--- config.mk ---
export PLATFORM = sky130hd
export DESIGN_NAME = chroma_key_blit_writer
export DESIGN_NICKNAME = d
export VERILOG_FILES = /design/src/hw/rtl/ckbw_pkg.sv /design/src/hw/rtl/ckbw_cfg_regs.sv /design/src/hw/rtl/chroma_key_blit_writer.sv
export SDC_FILE = /design/constraint.sdc
export NUM_CORES = 1
export LEC_CHECK = 0
export ABC_AREA = 1
export BUFFER_PORTS_ARGS = -buffer_cell sky130_fd_sc_hd__buf_2
export CAP_MARGIN = 0
export CORE_AREA = 2 2 123 215
export CTS_CLUSTER_SIZE = 28
export DETAILED_ROUTE_END_ITERATION = 16
export DIE_AREA = 0 0 125 217
export PLACE_DENSITY = 0.59
export SYNTH_ARGS = -nofsm -noshare
export SYNTH_HDL_FRONTEND = slang
export SYNTH_HIERARCHICAL = 1
export SYNTH_SLANG_ARGS = --single-unit
--- constraint.sdc ---
create_clock -name clk_i -period 9.7 [get_ports clk_i]
set_input_delay 0 -clock clk_i [delete_from_list [all_inputs] [get_ports clk_i]]
set_output_delay 0 -clock clk_i [all_outputs]
set_load 0.02 [all_outputs]
--- src/hw/rtl/ckbw_pkg.sv ---
// ----------------------------------------------------------------------------
// ckbw_pkg: shared types and constants of the chroma-key blit writer
// Register map, register field widths and the configuration bundle that
// the register file hands to the address datapath.
// ----------------------------------------------------------------------------
package ckbw_pkg;

  // Default sizing of the top level.
  localparam int unsigned MAX_DIM_DEFAULT   = 4096;
  localparam int unsigned ADDR_BITS_DEFAULT = 24;

  // Fixed register field widths.
  localparam int unsigned MODE_W     = 2;
  localparam int unsigned DIM_W      = 13;
  localparam int unsigned PIXEL_W    = 8;
  localparam int unsigned STRIDE_W   = 13;
  localparam int unsigned START_W    = 24;
  localparam int unsigned CFG_DATA_W = 24;
  localparam int unsigned CFG_IDX_W  = 4;

  // Mode register bits.
  localparam int unsigned MODE_RECT_BIT = 0;
  localparam int unsigned MODE_KEY_BIT  = 1;

  // Register indexes.
  typedef enum logic [CFG_IDX_W-1:0] {
    REG_MODE          = 4'd0,
    REG_SOURCE_WIDTH  = 4'd1,
    REG_SOURCE_HEIGHT = 4'd2,
    REG_VIEW_WIDTH    = 4'd3,
    REG_VIEW_HEIGHT   = 4'd4,
    REG_KEY_COLOR     = 4'd5,
    REG_DEST_STRIDE   = 4'd6,
    REG_DEST_START    = 4'd7
  } cfg_reg_e;

  // Register contents plus a one-cycle restart pulse on every known write.
  typedef struct packed {
    logic [MODE_W-1:0]   mode;
    logic [DIM_W-1:0]    source_width;
    logic [DIM_W-1:0]    source_height;
    logic [DIM_W-1:0]    view_width;
    logic [DIM_W-1:0]    view_height;
    logic [PIXEL_W-1:0]  key_color;
    logic [STRIDE_W-1:0] dest_stride;
    logic [START_W-1:0]  dest_start;
    logic                restart;
  } cfg_t;

endpackage

--- src/hw/rtl/ckbw_cfg_regs.sv ---
// ----------------------------------------------------------------------------
// ckbw_cfg_regs: configuration register file
// Decodes writes by index, keeps the register values and flags a region
// restart for every write to a known register.
// ----------------------------------------------------------------------------
module ckbw_cfg_regs (
  input  logic                           clk_i,
  input  logic                           rst_ni,
  input  logic                           cfg_valid_i,
  output logic                           cfg_ready_o,
  input  logic [ckbw_pkg::CFG_IDX_W-1:0]  cfg_index_i,
  input  logic [ckbw_pkg::CFG_DATA_W-1:0] cfg_data_i,
  output ckbw_pkg::cfg_t                 cfg_o
);
  import ckbw_pkg::*;

  cfg_t cfg_q, cfg_d;
  logic wr;

  assign cfg_ready_o = 1'b1;
  assign wr          = cfg_valid_i;

  always_comb begin
    cfg_d         = cfg_q;
    cfg_d.restart = 1'b0;
    if (wr) begin
      cfg_d.restart = 1'b1;
      unique case (cfg_reg_e'(cfg_index_i))
        REG_MODE:          cfg_d.mode          = cfg_data_i[MODE_W-1:0];
        REG_SOURCE_WIDTH:  cfg_d.source_width  = cfg_data_i[DIM_W-1:0];
        REG_SOURCE_HEIGHT: cfg_d.source_height = cfg_data_i[DIM_W-1:0];
        REG_VIEW_WIDTH:    cfg_d.view_width    = cfg_data_i[DIM_W-1:0];
        REG_VIEW_HEIGHT:   cfg_d.view_height   = cfg_data_i[DIM_W-1:0];
        REG_KEY_COLOR:     cfg_d.key_color     = cfg_data_i[PIXEL_W-1:0];
        REG_DEST_STRIDE:   cfg_d.dest_stride   = cfg_data_i[STRIDE_W-1:0];
        REG_DEST_START:    cfg_d.dest_start    = cfg_data_i[START_W-1:0];
        default:           cfg_d.restart       = 1'b0;
      endcase
    end
  end

  always_ff @(posedge clk_i or negedge rst_ni) begin
    if (!rst_ni) begin
      cfg_q <= '0;
    end else begin
      cfg_q <= cfg_d;
    end
  end

  assign cfg_o = cfg_q;

endmodule

--- src/hw/rtl/chroma_key_blit_writer.sv ---
// ----------------------------------------------------------------------------
// chroma_key_blit_writer: write side of an 8-bit color-key blitter
// Turns a raster-order stream of source pixels into destination writes.
// ----------------------------------------------------------------------------
// Each accepted pixel beat yields one write beat carrying the destination
// address (row base plus column, wrapping at ADDR_BITS), the pixel, a write
// enable that drops when keying is on and the pixel equals the key color,
// and a last flag on the final pixel of the region. The block sustains one
// pixel per clock while out_stall_i stays low: a pixel lands in an input
// register, then one add of the row base and column plus two extent
// compares feed the result register. Register writes take effect in the
// cycle after the write and restart the region; they are only legal while
// no pixel is in flight. If the active width or height is zero, pixels are
// consumed and no write beat is produced.
// ----------------------------------------------------------------------------
module chroma_key_blit_writer #(
  parameter int unsigned MAX_DIM   = ckbw_pkg::MAX_DIM_DEFAULT,
  parameter int unsigned ADDR_BITS = ckbw_pkg::ADDR_BITS_DEFAULT
) (
  input  logic                            clk_i,
  input  logic                            rst_ni,
  // Configuration write channel.
  input  logic                            cfg_valid_i,
  output logic                            cfg_ready_o,
  input  logic [ckbw_pkg::CFG_IDX_W-1:0]  cfg_index_i,
  input  logic [ckbw_pkg::CFG_DATA_W-1:0] cfg_data_i,
  // Source pixel channel.
  input  logic                            in_valid_i,
  output logic                            in_stall_o,
  input  logic [ckbw_pkg::PIXEL_W-1:0]    pixel_in_i,
  // Destination write channel.
  output logic                            out_valid_o,
  input  logic                            out_stall_i,
  output logic [ADDR_BITS-1:0]            dest_address_o,
  output logic [ckbw_pkg::PIXEL_W-1:0]    pixel_out_o,
  output logic                            write_enable_o,
  output logic                            last_pixel_o
);
  import ckbw_pkg::*;

  // Counters hold 0 .. MAX_DIM-1; extents hold 0 .. MAX_DIM after clamping.
  localparam int unsigned CntW  = $clog2(MAX_DIM);
  localparam int unsigned LimW  = $clog2(MAX_DIM + 1);
  localparam int unsigned ExtW  = (LimW > DIM_W) ? LimW : DIM_W;
  localparam logic [ExtW-1:0] MaxExt = ExtW'(MAX_DIM);

  cfg_t cfg;

  ckbw_cfg_regs u_cfg_regs (
    .clk_i       (clk_i),
    .rst_ni      (rst_ni),
    .cfg_valid_i (cfg_valid_i),
    .cfg_ready_o (cfg_ready_o),
    .cfg_index_i (cfg_index_i),
    .cfg_data_i  (cfg_data_i),
    .cfg_o       (cfg)
  );

  // Handshake: the input register drains into the result register whenever
  // the result register is empty or its beat is taken this cycle.
  logic                s1_valid_q, s1_valid_d;
  logic [PIXEL_W-1:0]  s1_pixel_q;
  logic                out_free, s1_move, in_accept;

  assign out_free   = !out_valid_o || !out_stall_i;
  assign s1_move    = s1_valid_q && out_free;
  assign in_stall_o = s1_valid_q && !out_free;
  assign in_accept  = in_valid_i && !in_stall_o;

  always_comb begin
    s1_valid_d = s1_valid_q;
    if (in_accept) begin
      s1_valid_d = 1'b1;
    end else if (s1_move) begin
      s1_valid_d = 1'b0;
    end
  end

  // Active extent, saturated at MAX_DIM.
  logic [ExtW-1:0] raw_w, raw_h, ext_w, ext_h;
  logic            rect_mode, key_on, nonempty;

  assign rect_mode = cfg.mode[MODE_RECT_BIT];
  assign key_on    = cfg.mode[MODE_KEY_BIT];
  assign raw_w = ExtW'(rect_mode ? cfg.view_width  : cfg.source_width);
  assign raw_h = ExtW'(rect_mode ? cfg.view_height : cfg.source_height);
  assign ext_w = (raw_w > MaxExt) ? MaxExt : raw_w;
  assign ext_h = (raw_h > MaxExt) ? MaxExt : raw_h;
  assign nonempty = (ext_w != '0) && (ext_h != '0);

  // Raster position and the destination address of the current row.
  logic [CntW-1:0]      col_q, col_d, row_q, row_d;
  logic [ADDR_BITS-1:0] row_base_q, row_base_d;
  logic                 last_col, last_row, step;
  logic [ADDR_BITS-1:0] addr;

  assign last_col = (ExtW'(col_q) + ExtW'(1)) >= ext_w;
  assign last_row = (ExtW'(row_q) + ExtW'(1)) >= ext_h;
  assign addr     = row_base_q + ADDR_BITS'(col_q);
  assign step     = s1_move && nonempty;

  // A register write always wins; the user must only issue it while the pipe is empty, the block does not enforce this.
  always_comb begin
    col_d      = col_q;
    row_d      = row_q;
    row_base_d = row_base_q;
    priority if (cfg.restart) begin
      col_d      = '0;
      row_d      = '0;
      row_base_d = ADDR_BITS'(cfg.dest_start);
    end else if (step) begin
      priority if (!last_col) begin
        col_d = col_q + CntW'(1);
      end else if (!last_row) begin
        col_d      = '0;
        row_d      = row_q + CntW'(1);
        row_base_d = row_base_q + ADDR_BITS'(cfg.dest_stride);
      end else begin
        // Region complete: the next pixel starts a fresh copy.
        col_d      = '0;
        row_d      = '0;
        row_base_d = ADDR_BITS'(cfg.dest_start);
      end
    end
  end

  // Result register.
  logic out_valid_q, out_valid_d;
  logic [ADDR_BITS-1:0] out_addr_q;
  logic [PIXEL_W-1:0]   out_pixel_q;
  logic                 out_we_q, out_last_q;

  always_comb begin
    if (s1_move) begin
      out_valid_d = nonempty;
    end else begin
      out_valid_d = out_valid_q && out_stall_i;
    end
  end

  always_ff @(posedge clk_i or negedge rst_ni) begin
    if (!rst_ni) begin
      s1_valid_q  <= 1'b0;
      out_valid_q <= 1'b0;
      col_q       <= '0;
      row_q       <= '0;
      row_base_q  <= '0;
    end else begin
      s1_valid_q  <= s1_valid_d;
      out_valid_q <= out_valid_d;
      col_q       <= col_d;
      row_q       <= row_d;
      row_base_q  <= row_base_d;
    end
  end

  always_ff @(posedge clk_i) begin
    if (in_accept) begin
      s1_pixel_q <= pixel_in_i;
    end
    if (step) begin
      out_addr_q  <= addr;
      out_pixel_q <= s1_pixel_q;
      out_we_q    <= !(key_on && (s1_pixel_q == cfg.key_color));
      out_last_q  <= last_col && last_row;
    end
  end

  assign out_valid_o    = out_valid_q;
  assign dest_address_o = out_addr_q;
  assign pixel_out_o    = out_pixel_q;
  assign write_enable_o = out_we_q;
  assign last_pixel_o   = out_last_q;

  // The column and row counters stay inside the active extent. In the
  // cycle of a restart the extent may already be new while the counters
  // are still being cleared.
  a_col_in_extent: assert property (@(posedge clk_i) disable iff (!rst_ni)
    (!cfg.restart && (ext_w != '0)) |-> (ExtW'(col_q) < ext_w))
    else $error("column counter outside active width");

  a_row_in_extent: assert property (@(posedge clk_i) disable iff (!rst_ni)
    (!cfg.restart && (ext_h != '0)) |-> (ExtW'(row_q) < ext_h))
    else $error("row counter outside active height");

  // A register write leaves the raster position at the region origin.
  a_restart_origin: assert property (@(posedge clk_i) disable iff (!rst_ni)
    cfg.restart |=> (col_q == '0) && (row_q == '0))
    else $error("region restart did not clear the raster position");

  // An empty extent never produces a write beat.
  a_empty_drops: assert property (@(posedge clk_i) disable iff (!rst_ni)
    (s1_move && !nonempty && !cfg.restart) |=> !out_valid_q)
    else $error("write beat produced for an empty extent");

endmodule
After elaboration in Yosys (flattened, before gate mapping)
Cells that the tools add are included.
Operators by class
  muxes and demuxes: 20
  reduce and logical (&&, ||, !) cells: 30
  shift operators: 0
  multipliers: 0
  bitwise logic cells: 0
  equal/unequal tests: 8
  add/sub/neg operators: 6
  divide/modulo/power cells: 0
  $lt $le $gt $ge: 4
Operator list (number)
  $mux W24: 4
  $mux W12: 7
  $mux W13: 4
  $add A12 B1 Y13 const B: 2
  $ge A13 B13 Y1: 2
  $gt A13 B13 Y1 const B: 2
  $reduce_bool A13 Y1: 2
  $add A12 B1 Y12 const B: 2
  $add A24 B12 Y24: 1
  $add A24 B13 Y24: 1
  $reduce_and A2 Y1: 9
  $eq A4 B3 Y1 const B: 4
  $eq A4 B2 Y1 const B: 2
  $eq A8 B8 Y1: 1
  $logic_and A1 B1 Y1: 8
  $reduce_or A8 Y1: 1
  $reduce_bool A2 Y1: 3
  $logic_not A1 Y1: 5
  $mux W1: 5
  $eq A4 B1 Y1 const B: 1
  $logic_not A4 Y1: 1
  $logic_or A1 B1 Y1: 1
Storage, ports and cells
  bits in latches: 0
  memory bits (writable): 0
  output and inout port bits: 37
  register bits after elaboration: 192
  memories: 0
  memory bits (read-only): 0
  input port bits: 41
  word-level logic and storage cells: 87

Depth between registers and ports, before layout
  word-level depth: 8
  gate-level depth with buffers: 23
  depth with buffers taken out: 21

Hierarchy
Netlist, hierarchy kept.
By module, submodules not included
  chroma_key_blit_writer: seq. area each 2512.4 µm², area an instance 7257.0 µm², instances 1, cells each 1014
  ckbw_cfg_regs: seq. area each 2502.4 µm², area an instance 4082.7 µm², instances 1, cells each 461

Worst setup path after synthesis
No wires, ideal clock.
  kind: register -> register
  start point: register u_cfg_regs.cfg_q, in the netlist u_cfg_regs/cfg_o[98]
  end point: register row_base_q[2]
  setup time: 0.119 ns
  slack: 6.623 ns
  cell stages (with the launch flop): 22
  buffers on the path: 3
  arrival time: 2.958 ns
  required time: 9.581 ns
  clock period less this slack: 3.077 ns
  cells stage by stage: dfrtp_1 > buf_6 > buf_6 > o21ai_1 > inv_1 > nor3_1 > nand3_1 > nand2_1 > inv_1 > or2_2 > ha_1 > nand2_1 > inv_1 > nand2_1 > nand2_1 > o21ai_1 > nand2_1 > nor2_1 > nand2_1 > nand2_4 > buf_6 > o21ai_2
Between the ends
  word-level cells in the longest chain between the ends: 8
  elaborated cells on any way between the ends: 19
  classes of those cells: order compare (4); mux (8); reduce/logical (7)
RTL lines
  from (decl): line ckbw_cfg_regs.sv:17  | cfg_t cfg_q, cfg_d;
  from (signal assigned): line ckbw_cfg_regs.sv:46  | cfg_q <= cfg_d;
  $mux W13 (on tied branches): line chroma_key_blit_writer.sv:86, chroma_key_blit_writer.sv:85
  $gt A13 B13 Y1 (on tied branches): line chroma_key_blit_writer.sv:88, chroma_key_blit_writer.sv:87
  $mux W13 (on tied branches): line chroma_key_blit_writer.sv:88, chroma_key_blit_writer.sv:87
  $ge A13 B13 Y1 / $reduce_bool A13 Y1 (equally long branches): line chroma_key_blit_writer.sv:98, chroma_key_blit_writer.sv:89
  $mux W24 / $logic_and A1 B1 Y1 (equally long branches): line chroma_key_blit_writer.sv:114, chroma_key_blit_writer.sv:89
  $mux W24 / $logic_and A1 B1 Y1 (equally long branches): line chroma_key_blit_writer.sv:112, chroma_key_blit_writer.sv:100
  $mux W24 / $reduce_bool A2 Y1 (equally long branches)
  $mux W24 / $reduce_and A2 Y1 (equally long branches)
  to (signal assigned): line chroma_key_blit_writer.sv:153  | row_base_q <= row_base_d;
  to (decl): line chroma_key_blit_writer.sv:93  | logic [ADDR_BITS-1:0] row_base_q, row_base_d;
Several ways; a longest one is shown, not always the timed one. The select of a mux whose other input is x is not followed.
A chain may end at the register's enable or synchronous reset.

Worst setup path after layout
  start point: register u_cfg_regs.cfg_q, in the netlist u_cfg_regs/cfg_o[98]
  end point: register row_q[7]
Between the ends
  word-level cells in the longest chain between the ends: 8
  elaborated cells on any way between the ends: 19
  classes of those cells: order compare (4); mux (8); reduce/logical (7)
RTL lines
  $mux W13 (on tied branches): line chroma_key_blit_writer.sv:86, chroma_key_blit_writer.sv:85
  $gt A13 B13 Y1 (on tied branches): line chroma_key_blit_writer.sv:88, chroma_key_blit_writer.sv:87
  $mux W13 (on tied branches): line chroma_key_blit_writer.sv:88, chroma_key_blit_writer.sv:87
  $ge A13 B13 Y1 / $reduce_bool A13 Y1 (equally long branches): line chroma_key_blit_writer.sv:98, chroma_key_blit_writer.sv:89
  $mux W12 / $logic_and A1 B1 Y1 (equally long branches): line chroma_key_blit_writer.sv:114, chroma_key_blit_writer.sv:89
  $mux W12 / $logic_and A1 B1 Y1 (equally long branches): line chroma_key_blit_writer.sv:112, chroma_key_blit_writer.sv:100
  $mux W12 / $reduce_bool A2 Y1 (equally long branches)
  $mux W12 / $reduce_and A2 Y1 (equally long branches)
  to (signal assigned): line chroma_key_blit_writer.sv:152  | row_q <= row_d;
  to (decl): line chroma_key_blit_writer.sv:92  | logic [CntW-1:0] col_q, col_d, row_q, row_d;
Several ways; a longest one is shown, not always the timed one. The select of a mux whose other input is x is not followed.

==> metrics.md <==
| Metric | Value |
|---|---|
| First-pass GRT wire length | 49800 um |
| Worst VDD drop | 135 uV |
| H-tree Lvls | 4 |
| Total gr overflow | 0 |
| Fmax | 0.246 GHz |
| Reg-to-reg slack, setup | 5.64 ns |
| Adder-cell share of the synthesized area | 6.20% |
| Core Footprint | 25600 um2 |
| Row cnt | 78 |
| Via count | 9554 |
| Leak | 0.00679 uW |
| Hpwl dp | 22800 um |
| Critical path endpoint | row_q[7] |
| Synth cell types | 39 |
| Worst R2R Start | u_cfg_regs/cfg_o[98] |
| Vias in the first global route | 9629 |
| Status | finished, final reports clean |
| Fin. Hold Viols | 0 |
| Dpl cell area | 11900 um2 |
| CP Capture Type | register |
| Final Util | 50.3% |
| Drt drc | 0 |
| Clk_skew | 0.00811 ns |
| Min-Delay Path Class | in2reg |
| Share of cells above drive strength 1 | 11.2% |
| Clock latency on the worst-skew pair | 0.45 ns |
| Die X-Extent | 125 um |
| Initial DRC count | 541 |
| Layout area overhead | 13.4% |
| RR Endpoint | row_q[7] |
| Reg2reg path depth | 21 |
| N_diodes | 0 |
| Total CTS buffers | 17 |
| Net Count, Synth | 1571 |
| Largest family of logic cells by synthesized area | simple AND/OR/NAND/NOR gates |
| Syn avg cell area | 7.69 um2 |
| Data arrival time of the worst path | 4.38 ns |
| Setup CP Type | reg2reg |
| CP startpoint | u_cfg_regs/cfg_o[98] |
| Initial antenna violation count | 0 |
| Die footprint | 27100 um2 |
| Tcrit/Tclk final | 41.9% |
| Complex-gate fraction of the synthesized area | 5.43% |
| CTS tree | done |
| Filler Cells Inserted | 2513 |
| Clk sinks | 192 |
| GR Util All Layers | 23.7% |
| CP Data Required Time | 10.02 ns |
| Crit path max fanout | 46 |
| Setup Viol. Count Final | 0 |
| CTS Root Buffer Type | clkbuf_16 |
| Tightest Pin Transition | 1.13 ns |
| Port bufs | 76 |
| Mean number of vias per cell | 5.01 |
| Cell Area, Synth | 11300 um2 |
| Antenna Nets Post-Route | 0 |
| RSZ-0062 raised after global routing | no |
| Power Total | 3060 uW |
| Clk slew on worst S/H paths | 0.07 ns |
| Total Wirelength | 31100 um |
| RD Place Congestion | 0.889 |
| Number of max-cap violations | 0 |
| CTS max path bufs | 2 |
| XOR/XNOR Fraction of Synth Area | 4.09% |
| PwrDens | 238 nW/um2 |
| Syn Inst Count | 1475 |
| Max-slew headroom | 24.4% |
| Max Slew Vio Count | 0 |
| Syn. warnings | 6 |
| Die H | 217 um |
| Initial core utilization | 44.3% |
| Tmin final | 4.06 ns |
| Mux cell area share after synthesis | 0% |
| Post-route cell area | 12900 um2 |
| Routed len/inst | 16.3 um |
| Post-Synth Simple-Gate Area | 31.7% |
| Largest net degree at the start of global routing | 83 |
| Nets | 1669 |
| Pre-antenna DRT Iters | 5 |
| Sequential area share after synthesis | 44.2% |
| Seq cells post-synth | 192 |
| # Post-CTS Setup Buffers | 0 |
| Setup_tns | 0 ns |
| Crit path launch type | register |
| IO Count | 78 |
## cells by family after synthesis
group / after synthesis
other: 1
flip-flops: 192
AND/OR/NAND/NOR: 850
XOR/XNOR: 53
adder cells (fa/ha/maj): 55
AO/OA/AOI/OAI: 107
buffers and inverters: 217
## layout by cell type (no fill, tap or decap), types with 11 or more instances in the layout
cell type      synthesis  layout
dfrtp_1              150     150
inv_1                167     166
a21oi_1               29      29
nand2_2               13      13
nor3_1                15      15
edfxtp_1              42      42
nand3_1               77      77
nand4_1               39      39
xor2_1                36      36
buf_2                 20      75
nor2_1                56      56
xnor2_1               17      17
ha_1                  53      53
nand2_1              610     610
or2_2                 18      18
o21ai_2               11      11
dlygate4sd3_1          0      39
o21ai_0               28      28
clkbuf_16              0      17
o21ai_1               23      23
## per-layer routing
metal	GRT usage [%]	up-vias	share of wire (%)
met3	3.12	72	2.4
met4	15.0	0	6.2
met2	44.3	162	54
met5	0	-	0
met1	24.8	4469	37
li1	-	4851	-
## power breakdown
part           internal, uW  leakage, uW  switching, uW
registers              1040      0.00232            162
logic                   413      0.00420            745
clock network           375     0.000271            316
total                  1830      0.00679           1220
## sequential cells by signal, summed over array words and instances, names as in the netlist
name	count
col_q	12
write_enable_o	1
s1_valid_q	1
s1_pixel_q	8
row_q	12
u_cfg_regs/cfg_o	100
dest_address_o	24
last_pixel_o	1
out_valid_o	1
row_base_q	24
pixel_out_o	8
## per-stage QoR
| step | cells | hold WS (ns) | setup WS, ns |
|---|---|---|---|
| after detailed placement | 1835 | 0.115 | 5.68 |
| final | 1906 | 0.0900 | 5.64 |
| after CTS | 1906 | 0.0713 | 5.66 |
| after floorplan | 1475 | -0.296 | 6.62 |
| after global placement | 1835 | 0.113 | 5.71 |
| after global routing | 1906 | 0.109 | 5.38 |
## Yosys cell counts (all sizes together)
master	instances	share of area (%)
nand2	625	21
inv	171	5.7
dfrtp	150	33
nand3	82	3.8
nor2	64	2.5
o21ai	62	3.1
ha	53	5.8
edfxtp	42	11
nand4	39	2.2
buf	38	2.4
xor2	36	2.8
a21oi	29	1.3
or2	18	0.99
xnor2	17	1.3
nor3	15	0.66
o21bai	10	0.66
clkbuf	7	0.23
nand3b	3	0.20
a21o	2	0.13
a31oi	2	0.11
fa	2	0.35
a21boi	1	0.066
a31o	1	0.077
and2	1	0.055
and3	1	0.055
and3b	1	0.077
clkinv	1	0.033
conb	1	0.033
nor3b	1	0.11
## worst max-delay path: stages (launching register included)
cell and delay [ns]:
dfrtp_1 0.37, buf_4 0.26, inv_2 0.18, nand2_1 0.11, nand2_1 0.11, inv_1 0.06
nor3_1 0.19, nand3_1 0.10, nand2_1 0.11, inv_1 0.12, or2_2 0.31, ha_1 0.30
nand2_1 0.05, inv_1 0.06, nand3_1 0.08, nor3_1 0.42, nor2_1 0.11, buf_4 0.18
nand2_1 0.16, nand2_4 0.37, nand2_2 0.17, o21ai_2 0.06
## worst min-delay path by stage
stage,cells past startpoint,start,slack [ns],to
floorplan,0,rst_ni,-0.30,col_q[0]
detailed placement,1,rst_ni,0.11,u_cfg_regs/cfg_o[89]
CTS,3,cfg_valid_i,0.07,u_cfg_regs/cfg_o[0]
global route,4,cfg_index_i[2],0.11,u_cfg_regs/cfg_o[38]
finish,3,cfg_valid_i,0.09,u_cfg_regs/cfg_o[0]
global placement,1,rst_ni,0.11,u_cfg_regs/cfg_o[89]
## final cells by class
type / instances / area (um2) / share of cell area [%]
Sequential cell: 192 / 5010 / 39.0
Multi-Input combinational cell: 1066 / 5390 / 41.9
Timing Repair Buffer: 124 / 845 / 6.57
Tap cell: 320 / 400 / 3.11
Inverter: 172 / 646 / 5.02
Clock buffer: 24 / 482 / 3.75
Clock inverter: 8 / 81.3 / 0.633
## timing repair
item | 4_1_cts | 5_1_grt
hold buffers | 39 | 0
resized for setup | 0 | 0
endpoints found under the hold margin | 191 | 0
(Power assumes the default switching activity.)
